### config.mk
export PLATFORM = sky130hd
export DESIGN_NAME = escape_sequence_unescaper_core
export DESIGN_NICKNAME = d
export VERILOG_FILES = /design/src/hw/rtl/esu_pkg.sv /design/src/hw/rtl/esu_decode.sv /design/src/hw/rtl/esu_burst.sv /design/src/hw/rtl/escape_sequence_unescaper_core.sv
export SDC_FILE = /design/constraint.sdc
export NUM_CORES = 1
export LEC_CHECK = 0
export ABC_AREA = 1
export BUFFER_PORTS_ARGS = -buffer_cell sky130_fd_sc_hd__buf_2
export CAP_MARGIN = 20
export CELL_PAD_IN_SITES_DETAIL_PLACEMENT = 0
export CELL_PAD_IN_SITES_GLOBAL_PLACEMENT = 1
export CORE_ASPECT_RATIO = 1.4
export CORE_UTILIZATION = 41
export CTS_CLUSTER_SIZE = 30
export DETAILED_ROUTE_END_ITERATION = 10
export PLACE_DENSITY = 0.8
export SYNTH_ARGS = -nofsm -noshare
export SYNTH_HDL_FRONTEND = slang
export SYNTH_HIERARCHICAL = 1
export SYNTH_SLANG_ARGS = --single-unit
### constraint.sdc
create_clock -name clk -period 4.1 [get_ports clk]
set_clock_uncertainty 0.15 [all_clocks]
set_input_delay 0 -clock clk [delete_from_list [all_inputs] [get_ports clk]]
set_output_delay 0 -clock clk [all_outputs]
set_load 0.05 [all_outputs]
### src/hw/rtl/esu_pkg.sv
package esu_pkg;

	// Decoder phase between input items
	typedef enum logic [2:0] {
		PH_PLAIN = 3'd0,
		PH_ESC   = 3'd1,
		PH_ZERO0 = 3'd2,
		PH_ZERO1 = 3'd3,
		PH_HEX   = 3'd4
	} esu_phase_t;

	localparam int MAX_HEX_DIGITS_DEF = 16;

	localparam logic [7:0] CH_BSLASH = 8'h5C;
	localparam logic [7:0] CH_LC_T   = 8'h74;
	localparam logic [7:0] CH_LC_N   = 8'h6E;
	localparam logic [7:0] CH_LC_X   = 8'h78;
	localparam logic [7:0] CH_ZERO   = 8'h30;
	localparam logic [7:0] CH_TAB    = 8'h09;
	localparam logic [7:0] CH_NL     = 8'h0A;
	localparam logic [7:0] CH_NUL    = 8'h00;

	function automatic logic is_dec(input logic [7:0] b);
		return (b >= 8'h30) && (b <= 8'h39);
	endfunction

	// {valid, nibble}; letters map via low nibble + 9
	function automatic logic [4:0] hex_nibble(input logic [7:0] b);
		logic [4:0] r;
		r = 5'd0;
		if (b >= 8'h30 && b <= 8'h39) begin
			r = {1'b1, b[3:0]};
		end else if ((b >= 8'h41 && b <= 8'h46) || (b >= 8'h61 && b <= 8'h66)) begin
			r = {1'b1, 4'(b[3:0] + 4'd9)};
		end
		return r;
	endfunction

endpackage

### src/hw/rtl/esu_decode.sv
module esu_decode #(
	parameter int MAX_HEX_DIGITS = esu_pkg::MAX_HEX_DIGITS_DEF,
	localparam int HEX_W     = 4 * MAX_HEX_DIGITS,
	localparam int HCNT_W    = $clog2(MAX_HEX_DIGITS + 1),
	localparam int HEX_BYTES = (MAX_HEX_DIGITS + 1) / 2,
	localparam int BUF_DEPTH = (HEX_BYTES + 1 > 3) ? HEX_BYTES + 1 : 3,
	localparam int CNT_W     = $clog2(BUF_DEPTH + 1),
	localparam int NB_W      = $clog2(HEX_BYTES + 1)
) (
	input  logic [7:0]                  in_byte,
	input  logic                        in_last,
	input  esu_pkg::esu_phase_t         phase,
	input  logic [3:0]                  held,
	input  logic [HEX_W-1:0]            hex_val,
	input  logic [HCNT_W-1:0]           hex_cnt,
	output esu_pkg::esu_phase_t         phase_nxt,
	output logic [3:0]                  held_nxt,
	output logic [HEX_W-1:0]            hex_val_nxt,
	output logic [HCNT_W-1:0]           hex_cnt_nxt,
	output logic [BUF_DEPTH-1:0][7:0]   res_bytes,
	output logic [CNT_W-1:0]            res_cnt
);
	import esu_pkg::*;

	logic [4:0]              nib;
	logic [HEX_W-1:0]        hv_sh;
	logic [HCNT_W-1:0]       hc_inc;
	logic                    flush;
	logic [HEX_W-1:0]        flush_val;
	logic [HCNT_W-1:0]       flush_cnt;
	logic                    plain_pend;
	logic [2:0][7:0]         tail;
	logic [1:0]              tcnt;
	logic [NB_W-1:0]         nb;
	logic [HCNT_W:0]         fc_plus;
	logic [HEX_BYTES*8-1:0]  fv_pad;

	assign nib    = hex_nibble(in_byte);
	assign hv_sh  = {hex_val[HEX_W-5:0], nib[3:0]};
	assign hc_inc = hex_cnt + 1'b1;

	always_comb begin
		phase_nxt   = phase;
		held_nxt    = held;
		hex_val_nxt = hex_val;
		hex_cnt_nxt = hex_cnt;
		flush       = 1'b0;
		flush_val   = hex_val;
		flush_cnt   = hex_cnt;
		plain_pend  = 1'b0;
		tail        = '0;
		tcnt        = 2'd0;

		case (phase)
			PH_ESC: begin
				phase_nxt = PH_PLAIN;
				if (in_byte == CH_LC_T) begin
					tail[0] = CH_TAB;
					tcnt    = 2'd1;
				end else if (in_byte == CH_LC_N) begin
					tail[0] = CH_NL;
					tcnt    = 2'd1;
				end else if (in_byte == CH_ZERO) begin
					phase_nxt = PH_ZERO0;
				end else if (in_byte == CH_LC_X) begin
					hex_val_nxt = '0;
					hex_cnt_nxt = '0;
					phase_nxt   = PH_HEX;
				end else begin
					tail[0] = in_byte;
					tcnt    = 2'd1;
				end
			end
			PH_ZERO0: begin
				if (is_dec(in_byte)) begin
					held_nxt  = in_byte[3:0];
					phase_nxt = PH_ZERO1;
				end else begin
					tail[0]    = CH_NUL;
					tcnt       = 2'd1;
					phase_nxt  = PH_PLAIN;
					plain_pend = 1'b1;
				end
			end
			PH_ZERO1: begin
				phase_nxt = PH_PLAIN;
				held_nxt  = 4'd0;
				if (is_dec(in_byte)) begin
					tail[0] = {1'b0, held, 3'b000} + {4'd0, in_byte[3:0]};
					tcnt    = 2'd1;
				end else begin
					tail[0]    = CH_NUL;
					tail[1]    = {CH_ZERO[7:4], held};
					tcnt       = 2'd2;
					plain_pend = 1'b1;
				end
			end
			PH_HEX: begin
				if (nib[4]) begin
					hex_val_nxt = hv_sh;
					hex_cnt_nxt = hc_inc;
					if (hc_inc >= HCNT_W'(MAX_HEX_DIGITS)) begin
						// run is full: emit right away
						flush       = 1'b1;
						flush_val   = hv_sh;
						flush_cnt   = hc_inc;
						hex_val_nxt = '0;
						hex_cnt_nxt = '0;
						phase_nxt   = PH_PLAIN;
					end
				end else begin
					flush       = 1'b1;
					hex_val_nxt = '0;
					hex_cnt_nxt = '0;
					phase_nxt   = PH_PLAIN;
					plain_pend  = 1'b1;
				end
			end
			default: begin
				phase_nxt  = PH_PLAIN;
				plain_pend = 1'b1;
			end
		endcase

		// the byte that broke an escape is treated as plain text
		if (plain_pend) begin
			if (in_byte == CH_BSLASH) begin
				phase_nxt = PH_ESC;
			end else begin
				tail[tcnt] = in_byte;
				tcnt       = tcnt + 2'd1;
			end
		end

		// end of string: flush whatever escape is still open
		if (in_last) begin
			case (phase_nxt)
				PH_ESC, PH_ZERO0: begin
					tail[tcnt] = CH_NUL;
					tcnt       = tcnt + 2'd1;
				end
				PH_ZERO1: begin
					tail[tcnt] = CH_NUL;
					tcnt       = tcnt + 2'd1;
					tail[tcnt] = {CH_ZERO[7:4], held_nxt};
					tcnt       = tcnt + 2'd1;
				end
				PH_HEX: begin
					flush     = 1'b1;
					flush_val = hex_val_nxt;
					flush_cnt = hex_cnt_nxt;
				end
				default: begin
				end
			endcase
			phase_nxt   = PH_PLAIN;
			held_nxt    = 4'd0;
			hex_val_nxt = '0;
			hex_cnt_nxt = '0;
		end
	end

	// hex run emits max(1, ceil(n/2)) bytes
	assign fc_plus = {1'b0, flush_cnt} + 1'b1;
	assign nb = !flush ? '0 :
		(flush_cnt == '0) ? NB_W'(1) : NB_W'(fc_plus >> 1);
	assign fv_pad = (HEX_BYTES*8)'(flush_val);

	// hex bytes big-endian first, then the tail bytes
	always_comb begin
		for (int k = 0; k < BUF_DEPTH; k++) begin
			res_bytes[k] = '0;
			if (k < nb) begin
				for (int j = 0; j < HEX_BYTES; j++) begin
					if (j + k + 1 == nb) begin
						res_bytes[k] = fv_pad[8*j +: 8];
					end
				end
			end else begin
				for (int t = 0; t < 3; t++) begin
					if (k == nb + t) begin
						res_bytes[k] = tail[t];
					end
				end
			end
		end
	end

	assign res_cnt = CNT_W'(nb) + CNT_W'(tcnt);

endmodule

### src/hw/rtl/esu_burst.sv
module esu_burst #(
	parameter int DEPTH = 9,
	localparam int CNT_W = $clog2(DEPTH + 1)
) (
	input  logic                    clk,
	input  logic                    arst_n,
	input  logic                    load,
	input  logic [DEPTH-1:0][7:0]   ld_bytes,
	input  logic [CNT_W-1:0]        ld_cnt,
	input  logic                    ld_last,
	output logic                    can_load,
	output logic                    out_valid,
	input  logic                    out_ready,
	output logic [7:0]              out_byte,
	output logic                    run_last,
	output logic                    string_done
);
	logic [DEPTH-1:0][7:0] buf_q;
	logic [CNT_W-1:0]      cnt_q;
	logic                  last_q;
	logic                  take;

	assign out_valid = (cnt_q != '0);
	assign take      = out_valid && out_ready;
	assign can_load  = (cnt_q == '0) || (take && cnt_q == CNT_W'(1));

	always_ff @(posedge clk or negedge arst_n) begin
		if (!arst_n) begin
			cnt_q  <= '0;
			last_q <= 1'b0;
		end else if (load) begin
			cnt_q  <= ld_cnt;
			last_q <= ld_last;
		end else if (take) begin
			cnt_q <= cnt_q - 1'b1;
		end
	end

	// output shifts toward entry 0
	always_ff @(posedge clk) begin
		if (load) begin
			buf_q <= ld_bytes;
		end else if (take) begin
			for (int k = 0; k < DEPTH - 1; k++) begin
				buf_q[k] <= buf_q[k+1];
			end
		end
	end

	assign out_byte    = buf_q[0];
	assign run_last    = (cnt_q == CNT_W'(1));
	assign string_done = run_last && last_q;

endmodule

### src/hw/rtl/escape_sequence_unescaper_core.sv
// Path: an accepted item passes through the input register, then the result
// buffer, before its results show on the output; a busy buffer can hold it.
// Throughput: one input item per cycle while each yields at most one item and the
// output is ready; an item yielding several results holds the input while the
// result buffer drains one item per cycle when the output is ready (hex runs give up to ceil(MAX_HEX_DIGITS/2)+1).
// Reset: arst_n asynchronous, active low; clears the input and result valids
// and returns the decoder to plain text with no pending escape.
module escape_sequence_unescaper_core #(
	parameter int MAX_HEX_DIGITS = esu_pkg::MAX_HEX_DIGITS_DEF,
	localparam int HEX_W     = 4 * MAX_HEX_DIGITS,
	localparam int HCNT_W    = $clog2(MAX_HEX_DIGITS + 1),
	localparam int HEX_BYTES = (MAX_HEX_DIGITS + 1) / 2,
	localparam int BUF_DEPTH = (HEX_BYTES + 1 > 3) ? HEX_BYTES + 1 : 3,
	localparam int CNT_W     = $clog2(BUF_DEPTH + 1)
) (
	input  logic       clk,
	input  logic       arst_n,
	input  logic       s_axis_tvalid,
	output logic       s_axis_tready,
	input  logic [7:0] s_axis_tdata,    // [7:0] in_byte
	input  logic       s_axis_tlast,    // in_last
	output logic       m_axis_tvalid,
	input  logic       m_axis_tready,
	output logic [7:0] m_axis_tdata,    // [7:0] out_byte
	output logic       m_axis_tuser,    // run_last
	output logic       m_axis_tlast     // string_done
);
	import esu_pkg::*;

	// input register
	logic       valid_s1;
	logic [7:0] byte_s1;
	logic       last_s1;

	// decoder state carried between items
	esu_phase_t         phase_q;
	logic [3:0]         held_q;
	logic [HEX_W-1:0]   hex_value_q;
	logic [HCNT_W-1:0]  hex_count_q;

	esu_phase_t                 phase_nxt;
	logic [3:0]                 held_nxt;
	logic [HEX_W-1:0]           hex_val_nxt;
	logic [HCNT_W-1:0]          hex_cnt_nxt;
	logic [BUF_DEPTH-1:0][7:0]  res_bytes;
	logic [CNT_W-1:0]           res_cnt;

	logic can_load;
	logic load;
	logic in_take;

	// The input register moves into the result buffer once the buffer is
	// empty or is handing over its final item this cycle. The decoder state
	// advances at that same edge, so each item sees the state its
	// predecessor left behind.
	assign load          = valid_s1 && can_load;
	assign s_axis_tready = !valid_s1 || can_load;
	assign in_take       = s_axis_tvalid && s_axis_tready;

	always_ff @(posedge clk or negedge arst_n) begin
		if (!arst_n) begin
			valid_s1 <= 1'b0;
		end else if (in_take) begin
			valid_s1 <= 1'b1;
		end else if (load) begin
			valid_s1 <= 1'b0;
		end
	end

	always_ff @(posedge clk) begin
		if (in_take) begin
			byte_s1 <= s_axis_tdata;
			last_s1 <= s_axis_tlast;
		end
	end

	always_ff @(posedge clk or negedge arst_n) begin
		if (!arst_n) begin
			phase_q     <= PH_PLAIN;
			held_q      <= '0;
			hex_value_q <= '0;
			hex_count_q <= '0;
		end else if (load) begin
			phase_q     <= phase_nxt;
			held_q      <= held_nxt;
			hex_value_q <= hex_val_nxt;
			hex_count_q <= hex_cnt_nxt;
		end
	end

	// Single-pass decode: next state plus the full list of decoded bytes
	esu_decode #(
		.MAX_HEX_DIGITS(MAX_HEX_DIGITS)
	) u_decode (
		.in_byte     (byte_s1),
		.in_last     (last_s1),
		.phase       (phase_q),
		.held        (held_q),
		.hex_val     (hex_value_q),
		.hex_cnt     (hex_count_q),
		.phase_nxt   (phase_nxt),
		.held_nxt    (held_nxt),
		.hex_val_nxt (hex_val_nxt),
		.hex_cnt_nxt (hex_cnt_nxt),
		.res_bytes   (res_bytes),
		.res_cnt     (res_cnt)
	);

	// Result buffer: holds one item's decoded bytes and drains them in order
	esu_burst #(
		.DEPTH(BUF_DEPTH)
	) u_burst (
		.clk         (clk),
		.arst_n      (arst_n),
		.load        (load),
		.ld_bytes    (res_bytes),
		.ld_cnt      (res_cnt),
		.ld_last     (last_s1),
		.can_load    (can_load),
		.out_valid   (m_axis_tvalid),
		.out_ready   (m_axis_tready),
		.out_byte    (m_axis_tdata),
		.run_last    (m_axis_tuser),
		.string_done (m_axis_tlast)
	);

	// the final byte of a string always produces at least one item
	a_last_emits: assert property (@(posedge clk) disable iff (!arst_n)
		(load && last_s1) |-> (res_cnt != '0))
		else $error("end of string produced no item");

	// end of string leaves no pending escape
	a_last_clears: assert property (@(posedge clk) disable iff (!arst_n)
		(load && last_s1) |=> (phase_q == PH_PLAIN && hex_count_q == '0))
		else $error("escape state survived end of string");

	// hex digit count only lives inside a hex run
	a_hex_count: assert property (@(posedge clk) disable iff (!arst_n)
		(phase_q != PH_HEX) |-> (hex_count_q == '0))
		else $error("hex count nonzero outside hex run");

endmodule
======== Word-level counts from Yosys, hierarchy flattened ========
Cells that the tools add are included.
word-level totals
  register bits after elaboration ......... 163
  bits of input ports ..................... 13
  output and inout port bits .............. 12
  logic and storage cells ................. 319
cells by class
  reductions and logical operators ........ 25
  $lt $le $gt $ge ......................... 22
  muxes and demuxes ....................... 196
  bitwise gates (word level) .............. 2
  add/subtract/negate cells ............... 11
  equality and inequality tests ........... 45
operators with widths
  operator                                                                              count
  8-bit 2-to-1 mux                                                                      115
  64-bit 2-to-1 mux                                                                     14
  3-bit by 32-bit == test with 1-bit output (first input constant)                      8
  2-bit by 32-bit == test with 1-bit output (first input constant)                      4
  64-bit case mux with 2 select lines                                                   1
  32-bit zero test                                                                      3
  24-bit 2-to-1 mux                                                                     3
  5-bit 2-to-1 mux                                                                      14
  1-bit by 32-bit == test with 1-bit output (first input constant)                      2
  4-bit by 32-bit == test with 1-bit output (first input constant)                      2
  24-bit bitwise mux                                                                    2
  8-bit demux with 2-bit select                                                         3
  24-bit case mux with 2 select lines                                                   1
  4-bit == test (first input constant)                                                  8
  8-bit by 7-bit == test with 1-bit output (second input constant)                      4
  3-bit 2-to-1 mux                                                                      9
  24-bit bitwise AND                                                                    1
  4-bit 2-to-1 mux                                                                      6
  24-bit inverter                                                                       1
  3-bit by 4-bit == test with 1-bit output (first input constant)                       4
  8-bit by 7-bit greater-or-equal comparator with 1-bit output (second input constant)  2
  8-bit by 7-bit <= comparator with 1-bit output (second input constant)                2
  3-bit by 4-bit less-than comparator with 1-bit output (first input constant)          4
  2-bit 2-to-1 mux                                                                      8
  other kinds (40)                                                                      80

======== Longest topological paths before layout ========
Gate-level depths: netlist of run 1.
  depth in word-level cells ............... 26
  depth in mapped cells ................... 34

======== Modules after synthesis ========
Netlist of run 1, hierarchy kept.
by module, submodules not included
  module                          cells each  instances  area an instance (µm²)
  esu_decode                      2395        1          11120.7
  esu_burst                       342         1          3412.0
  escape_sequence_unescaper_core  347         1          3364.5

======== Worst setup path after synthesis of run 1 ========
Ideal clock, no wire load.
  path kind ............................... register -> register
  from .................................... reg byte_s1[0]
  to ...................................... reg u_burst/buf_q[50] (netlist name), data pin
  setup slack ............................. 0.013 ns
  arrival ................................. 3.685 ns
  stages on the path, launching flop included .. 34
  data required time ...................... 3.698 ns
  cell sequence ........................... edfxtp_1 inv_1 ha_1 inv_1 nor2_1 nand3_1 nand2_1 nand2_1 nand2_2 nand3_2 nand3_4 nand2_2 nand2_4 buf_6 nand3_1 nand2_1 nand3_1 nand2_1 nand2_1 nor2_4 ha_1 inv_1 nor2_1 nor2_1 nor2_1 nand2_1 nor2_4 nand2_1 nand3_1 nand3_1 inv_1 nor2_1 nand2_1 nand2_1
RTL lines
  what                             line                                  text
  from (decl)                      escape_sequence_unescaper_core.sv:32  logic [7:0] byte_s1;
  from (signal assigned)           escape_sequence_unescaper_core.sv:72  byte_s1 <= s_axis_tdata;
  to (signal assigned)             esu_burst.sv:42                       buf_q <= ld_bytes;
  to (signal, indexed assignment)  esu_burst.sv:45                       buf_q[k] <= buf_q[k+1];
  to (decl)                        esu_burst.sv:18                       logic [DEPTH-1:0][7:0] buf_q;

==> results.cfg, run 1 <==
[sta]
holdWs_ns = 0.0229
period_share = 1.05
slew_headroom = 0.330
rsz0062_at_grt = yes
fin_tns_setup_ns = -8.23
max_clock_freq_mhz = 232
layout_setup_ws_ns = -0.214
hold_violations = 0
min_period_ns = 4.31
setup_viol = 66
worstMarginPinSlew_ns = 1.01
slew_viol_final = 0

[global_routing]
gr-total-overflow = 0
grt_pass1_wl_um = 129000
grt_util_all_layers = 0.384
grt_pass1_vias = 21414
grt_start_max_net_pins = 79
antenna_found_initial = 0

[placed_design]
place_congestion = 1.09
placed_area_mm2 = 0.0217
portBuffers = 24
dp_hpwl_um = 62900

[route]
drc = 0
viasPerCell = 5.64
ant_nets = 0
wl_per_cell_um = 21.3
wl_met2_um = 39600
firstDrtPassIters = 6
finalWirelength_um = 86500
met3_wirelength_um = 6270
dr.max_layer_used = met4
met1_length_um = 35100
num_vias = 22922
drtIter0Drc = 2348

[yosys]
yosysWarnings = 6
seq_area_frac_synth = 0.251
avgSynthCellArea_um2 = 5.80
ys.flop_type = dfrtp_1
syn_nets = 3120
ys_seq_elements = 163
ys_async_sr_fraction = 0.503
synthCells = 3084
synth_area_mm2 = 0.0179
synth.distinct_cells = 51
synth_edf_count = 81

[finish]
multi_input_area_mm2 = 0.0121
fillers = 4340
fin_area_mm2 = 0.0246
fin_nets = 3532
seq_area_mm2 = 0.00449
syn2layout_area_growth_pct = 37.2
antenna_cells = 0
utilization = 0.569
drive_gt1_frac = 0.252

[floorplan]
initial_core_util = 0.415
io_pins = 25
fp-row-count = 90
fp.dieH_um = 249
core_area_mm2 = 0.0431
fp.dieW_um = 179
fp.dieArea_mm2 = 0.0445

[clocking]
clk_latency_ns = 0.48
htreeDepth = 4
cts_root_buf = clkbuf_16
cts_tree = built
cts_buffers = 17
clock_path_buffers = 2
clock_sinks = 163
clk_pin_slew_worst_paths_ns = 0.07

[power_and_ir_drop]
p_per_area_mw_per_mm2 = 310
vdd_drop_max_v = 0.000587
power_w = 0.00760
leakage_nw = 11.2

[outcome]
violations = negative setup slack
status = finished with violations

[critical_path]
cp_top_family = simple AND/OR/NAND/NOR gates
crit_arrival_ns = 4.38
cp-end-kind = register
crit_buf_inv = 6
crit_path_max_incr_delay_ns = 0.45
path_class = register to register
cp_common_cell = nand2_1
start_kind = register
crit_slowest_cell = edfxtp_1
cp_max_fo = 27
crit_required_ns = 4.17

[min_path]
hold_class = input port to asynchronous set/reset pin

[flow_run]
drv_cap = 0
[where the power goes]
| part | switching [W] | internal, W | leakage (nW) | total (W) |
|---|---|---|---|---|
| sequential | 0.000171 | 0.00243 | 1.95 | 0.00260 |
| combinational | 0.00241 | 0.000804 | 8.90 | 0.00322 |
| clock | 0.000811 | 0.000979 | 0.304 | 0.00179 |
| total | 0.00339 | 0.00421 | 11.2 | 0.00760 |
[layout make-up]
class | instances | area share
Inverter | 350 | 0.0559
Sequential cell | 163 | 0.183
Multi-Input combinational cell | 2396 | 0.494
Clock inverter | 15 | 0.00795
Timing Repair inverter | 1 | 0.000204
Timing Repair Buffer | 567 | 0.213
Clock buffer | 17 | 0.0173
Tap cell | 552 | 0.0281
[metal layers]
layer  GRT usage  vias to the layer above
met1       0.494                    10751
li1            -                    10867
met4       0.221                        0
met3      0.0536                      236
met2       0.607                     1068
met5           0                        -
[timing repair]
item,CTS,global route
resized for setup,195,193
cloned,6,4
hold buffers,12,0
endpoints found under the setup margin,75,75
endpoints found under the hold margin,88,0
pin swaps,77,81
buffers inserted,51,24
[placed cells by master, fill, tap and decap left out, types with 12 or more instances in the layout]
| master | netlist | layout |
|---|---|---|
| nand3_1 | 176 | 167 |
| nand2_4 | 9 | 19 |
| dlygate4sd3_1 | 0 | 12 |
| a21oi_1 | 115 | 106 |
| inv_2 | 23 | 27 |
| edfxtp_1 | 81 | 81 |
| nor2_2 | 13 | 30 |
| dfrtp_1 | 82 | 81 |
| clkbuf_16 | 0 | 19 |
| buf_2 | 68 | 23 |
| ha_1 | 22 | 15 |
| o221ai_1 | 13 | 13 |
| nand2_2 | 15 | 71 |
| buf_4 | 38 | 419 |
| inv_1 | 324 | 305 |
| o211ai_1 | 17 | 17 |
| buf_6 | 9 | 48 |
| nand2_1 | 1201 | 1130 |
| nand4_1 | 69 | 69 |
| nor2_1 | 239 | 206 |
| o22ai_1 | 93 | 91 |
| nor2_4 | 16 | 32 |
| o21ai_1 | 67 | 77 |
| buf_12 | 0 | 52 |
| o21ai_2 | 0 | 26 |
| o21ai_0 | 230 | 192 |
[flip-flops by register name, summed over array words and instances (netlist names), 3 cells and up]
signal / cells
byte_s1: 8
held_q: 4
hex_count_q: 5
hex_value_q: 64
phase_q: 3
u_burst/buf_q: 64
u_burst/cnt_q: 4
u_burst/out_byte: 8
[synthesized netlist by cell type (21+ instances only)]
library cell | instances | share of area
a21oi_1 | 115 | 0.032
buf_2 | 68 | 0.019
buf_4 | 38 | 0.016
clkbuf_1 | 51 | 0.011
dfrtp_1 | 82 | 0.11
edfxtp_1 | 81 | 0.14
ha_1 | 22 | 0.015
inv_1 | 324 | 0.068
inv_2 | 23 | 0.0048
nand2_1 | 1201 | 0.25
nand3_1 | 176 | 0.049
nand4_1 | 69 | 0.024
nor2_1 | 239 | 0.050
nor3_1 | 21 | 0.0059
o21ai_0 | 230 | 0.064
o21ai_1 | 67 | 0.019
o22ai_1 | 93 | 0.033
[cells by family after synthesis]
family / Yosys count / synth area share
AND/OR/NAND/NOR: 1782 / 0.420
adder cells (fa/ha/maj): 23 / 0.0165
flip-flops: 163 / 0.251
buffers and inverters: 527 / 0.127
AO/OA/AOI/OAI: 579 / 0.181
XOR/XNOR: 10 / 0.00489
[metrics by stage]
stage,cells,worst slack (ns)
finish,4061,-0.214
global route,4061,-0.446
CTS,4036,-0.0280
detailed placement,3939,-0.384
global placement,3939,-0.346
floorplan,3084,0.0129
[final timing paths]
check | start | to | slack [ns] | depth (start not counted)
hold / removal | arst_n | hex_value_q[24]$_DFFE_PN0P_ | 0.02 | 2
setup reg to reg | byte_s1[0]$_DFFE_PP_ | u_burst/buf_q[31]$_DFFE_PP_ | -0.21 | 28
min in group clk | s_axis_tdata[5] | byte_s1[5]$_DFFE_PP_ | 0.08 | 2
max in group asynchronous | arst_n | valid_s1$_DFFE_PN0P_ | 2.80 | 3
hold reg to reg | hex_count_q[4]$_DFFE_PN0P_ | hex_count_q[4]$_DFFE_PN0P_ | 0.32 | 2
setup / recovery | byte_s1[0]$_DFFE_PP_ | u_burst/buf_q[31]$_DFFE_PP_ | -0.21 | 28
No activity file was read; power rests on OpenSTA's default activity.
==> run 2: changes to the inputs <==
CORE_UTILIZATION = 42   (was 41)
PLACE_DENSITY = 0.81   (was 0.8)
SYNTH_HIERARCHICAL = default   (was 1)
TNS_END_PERCENT = 30   (was default)
==> results.cfg, run 2 <==
[power_and_ir_drop]
power_frac_clock = 0.172
switching_share = 0.468
p_seq_frac = 0.293
comb_power_share = 0.536
p_per_area_mw_per_mm2 = 431
p_int_w = 0.00524
vdd_drop_max_v = 0.000310
leakage_nw = 9.84
switching_power_w = 0.00461

[finish]
drive_gt1_frac = 0.258
antenna_cells = 0
utilization = 0.582
finalNonFillerCells = 3637
syn2layout_area_growth_pct = 37.0
reg_top3 = hex_value_q: 64 flops, u_burst.buf_q: 64 flops
mostFrequentLayoutCell = nand2_1
fin_nets = 3137
final_cell_mix = 776 x nand2_1, 398 x buf_4, 346 x inv_1

[sta]
rsz0062_at_grt = yes
period_share = 0.994
hold_violations = 2
slew_headroom = 0.486
fin_tns_setup_ns = 0
max_clock_freq_mhz = 245
slew_viol_final = 0
holdWs_ns = -0.00387
setup_viol = 0
min_period_ns = 4.07
worstMarginPinSlew_ns = 0.771

[clocking]
clk_pin_slew_worst_paths_ns = 0.08
clk_latency_ns = 0.47
cts_root_buf = clkbuf_16
cts_buffers = 17
cts_tree = built
clock_sinks = 163
clock_path_buffers = 2
htreeDepth = 4

[route]
firstDrtPassIters = 6
drc = 0
drtIter0Drc = 1928
num_vias = 20923
ant_nets = 0
finalWirelength_um = 79100
wl_per_cell_um = 21.7
viasPerCell = 5.75

[placed_design]
dp_hpwl_um = 58700
dpl.cell_count = 3536
place_congestion = 1.01
portBuffers = 24

[yosys]
synthCells = 2711
synth_area_mm2 = 0.0167
yosysWarnings = 0
ys_seq_elements = 163
syn_nets = 2752
synth_area_leaders = nand2_1 18%, edfxtp_1 15%, dfrtp_1 12%
synth_area_leader_cell = nand2_1
avgSynthCellArea_um2 = 6.16
seq_area_frac_synth = 0.269
yosys-top-cells-count = 814 x nand2_1, 367 x inv_1, 226 x o21ai_0
synth.distinct_cells = 55
ys_async_sr_fraction = 0.503
synth_top_area_share = 0.183
synth_edf_count = 81
yosysMostFrequentCell = nand2_1
ys.flop_type = dfrtp_1

[floorplan]
fp-row-count = 86
core_area_mm2 = 0.0393
fp.dieW_um = 170
io_pins = 25
fp.dieArea_mm2 = 0.0406
fp.dieH_um = 238
initial_core_util = 0.425

[outcome]
violations = negative hold slack
status = finished with violations

[critical_path]
cp-end-kind = register
crit_arrival_ns = 4.14
crit_path_max_incr_delay_ns = 0.40
cp_max_fo = 11
path_class = register to register
start_kind = register
crit_slowest_cell = edfxtp_1
crit_required_ns = 4.17

[global_routing]
grt_start_max_net_pins = 127
grt_pass1_wl_um = 115000
grt_util_all_layers = 0.380
gr-total-overflow = 0
antenna_found_initial = 0
grt_pass1_vias = 19229

[min_path]
hold_class = input port to register

[flow_run]
drv_cap = 0
-- run 2: worst max-delay path: cells and delay by family, from the launching register on --
| family | cells | cell delay [ns] |
|---|---|---|
| DFF | 1 | 0.40 |
| and+or+nand+nor | 15 | 1.65 |
| adders and majority gates | 3 | 0.52 |
| buffers and inverters | 8 | 0.83 |
| AOI/OAI and AO/OA | 2 | 0.27 |
-- run 2: path summary, 6_finish.rpt --
path | startpoint | to | slack (ns) | cells after the start
setup / recovery | byte_s1[1]$_DFFE_PP_ | u_burst.buf_q[12]$_DFFE_PP_ | 0.03 | 28
hold / removal | m_axis_tready | u_burst.out_byte[1]$_DFFE_PP_ | -0.004 | 3
setup reg to reg | byte_s1[1]$_DFFE_PP_ | u_burst.buf_q[12]$_DFFE_PP_ | 0.03 | 28
hold reg to reg | u_burst.buf_q[52]$_DFFE_PP_ | u_burst.buf_q[44]$_DFFE_PP_ | 0.37 | 2
max in group asynchronous | arst_n | u_burst.cnt_q[2]$_DFFE_PN0P_ | 1.81 | 4
min in group asynchronous | arst_n | hex_count_q[3]$_DFFE_PN0P_ | 0.45 | 3
-- run 2: power groups by stage --
stage	sequential [W]	clock [W]	combinational, W
after global routing	0.00296	0.00176	0.00572
after CTS	0.00288	0.00171	0.00499
after floorplan	0.00284	0	0.00305
after detailed placement	0.00292	0	0.00493
final	0.00289	0.00169	0.00528
after global placement	0.00289	0	0.00483
-- run 2: area by class of cell --
type | count | area (µm²)
Fill cell | 3861 | 16400
Multi-Input combinational cell | 1996 | 10900
Timing Repair Buffer | 526 | 4740
Sequential cell | 163 | 4480
Inverter | 392 | 1500
Tap cell | 528 | 661
Clock buffer | 19 | 443
Clock inverter | 13 | 129
-- run 2: logic make-up (layout without fill, tap and decap cells) --
kind of cell / Yosys count / count (layout) / synth area share
AND/OR/NAND/NOR: 1189 / 1190 / 0.310
AO/OA/AOI/OAI: 764 / 764 / 0.260
buffers and inverters: 553 / 950 / 0.132
flip-flops: 163 / 163 / 0.269
adder cells (fa/ha/maj): 28 / 28 / 0.0214
XOR/XNOR: 12 / 12 / 0.00630
multiplexers: 2 / 2 / 0.00120
-- run 2: metrics by stage --
step | total power [W] | hold WS (ns) | area (µm²) | setup slack, ns
finish | 0.00986 | -0.00387 | 22900 | 0.0265
global route | 0.0104 | 0.0255 | 22900 | -0.139
CTS | 0.00959 | 0.0698 | 21400 | 0.000950
detailed placement | 0.00785 | -0.0472 | 20500 | -0.398
global placement | 0.00773 | -0.0625 | 20500 | -0.354
floorplan | 0.00588 | -0.446 | 16700 | -0.199
-- run 2: routing by layer --
metal	global-route usage	up-vias	routed length [µm]
met5	0	-	0
met4	0.192	0	4450
met3	0.0373	208	5070
met2	0.634	912	38000
met1	0.485	9960	31600
li1	-	9843	-
-- run 2: what timing repair did --
action | in CTS | in global routing
endpoints found under the hold margin | 55 | 0
resized for setup | 49 | 253
setup endpoints to repair | 73 | 75
gates cloned | 0 | 7
setup buffers | 9 | 41
pin swaps | 11 | 113
hold buffers | 13 | 0
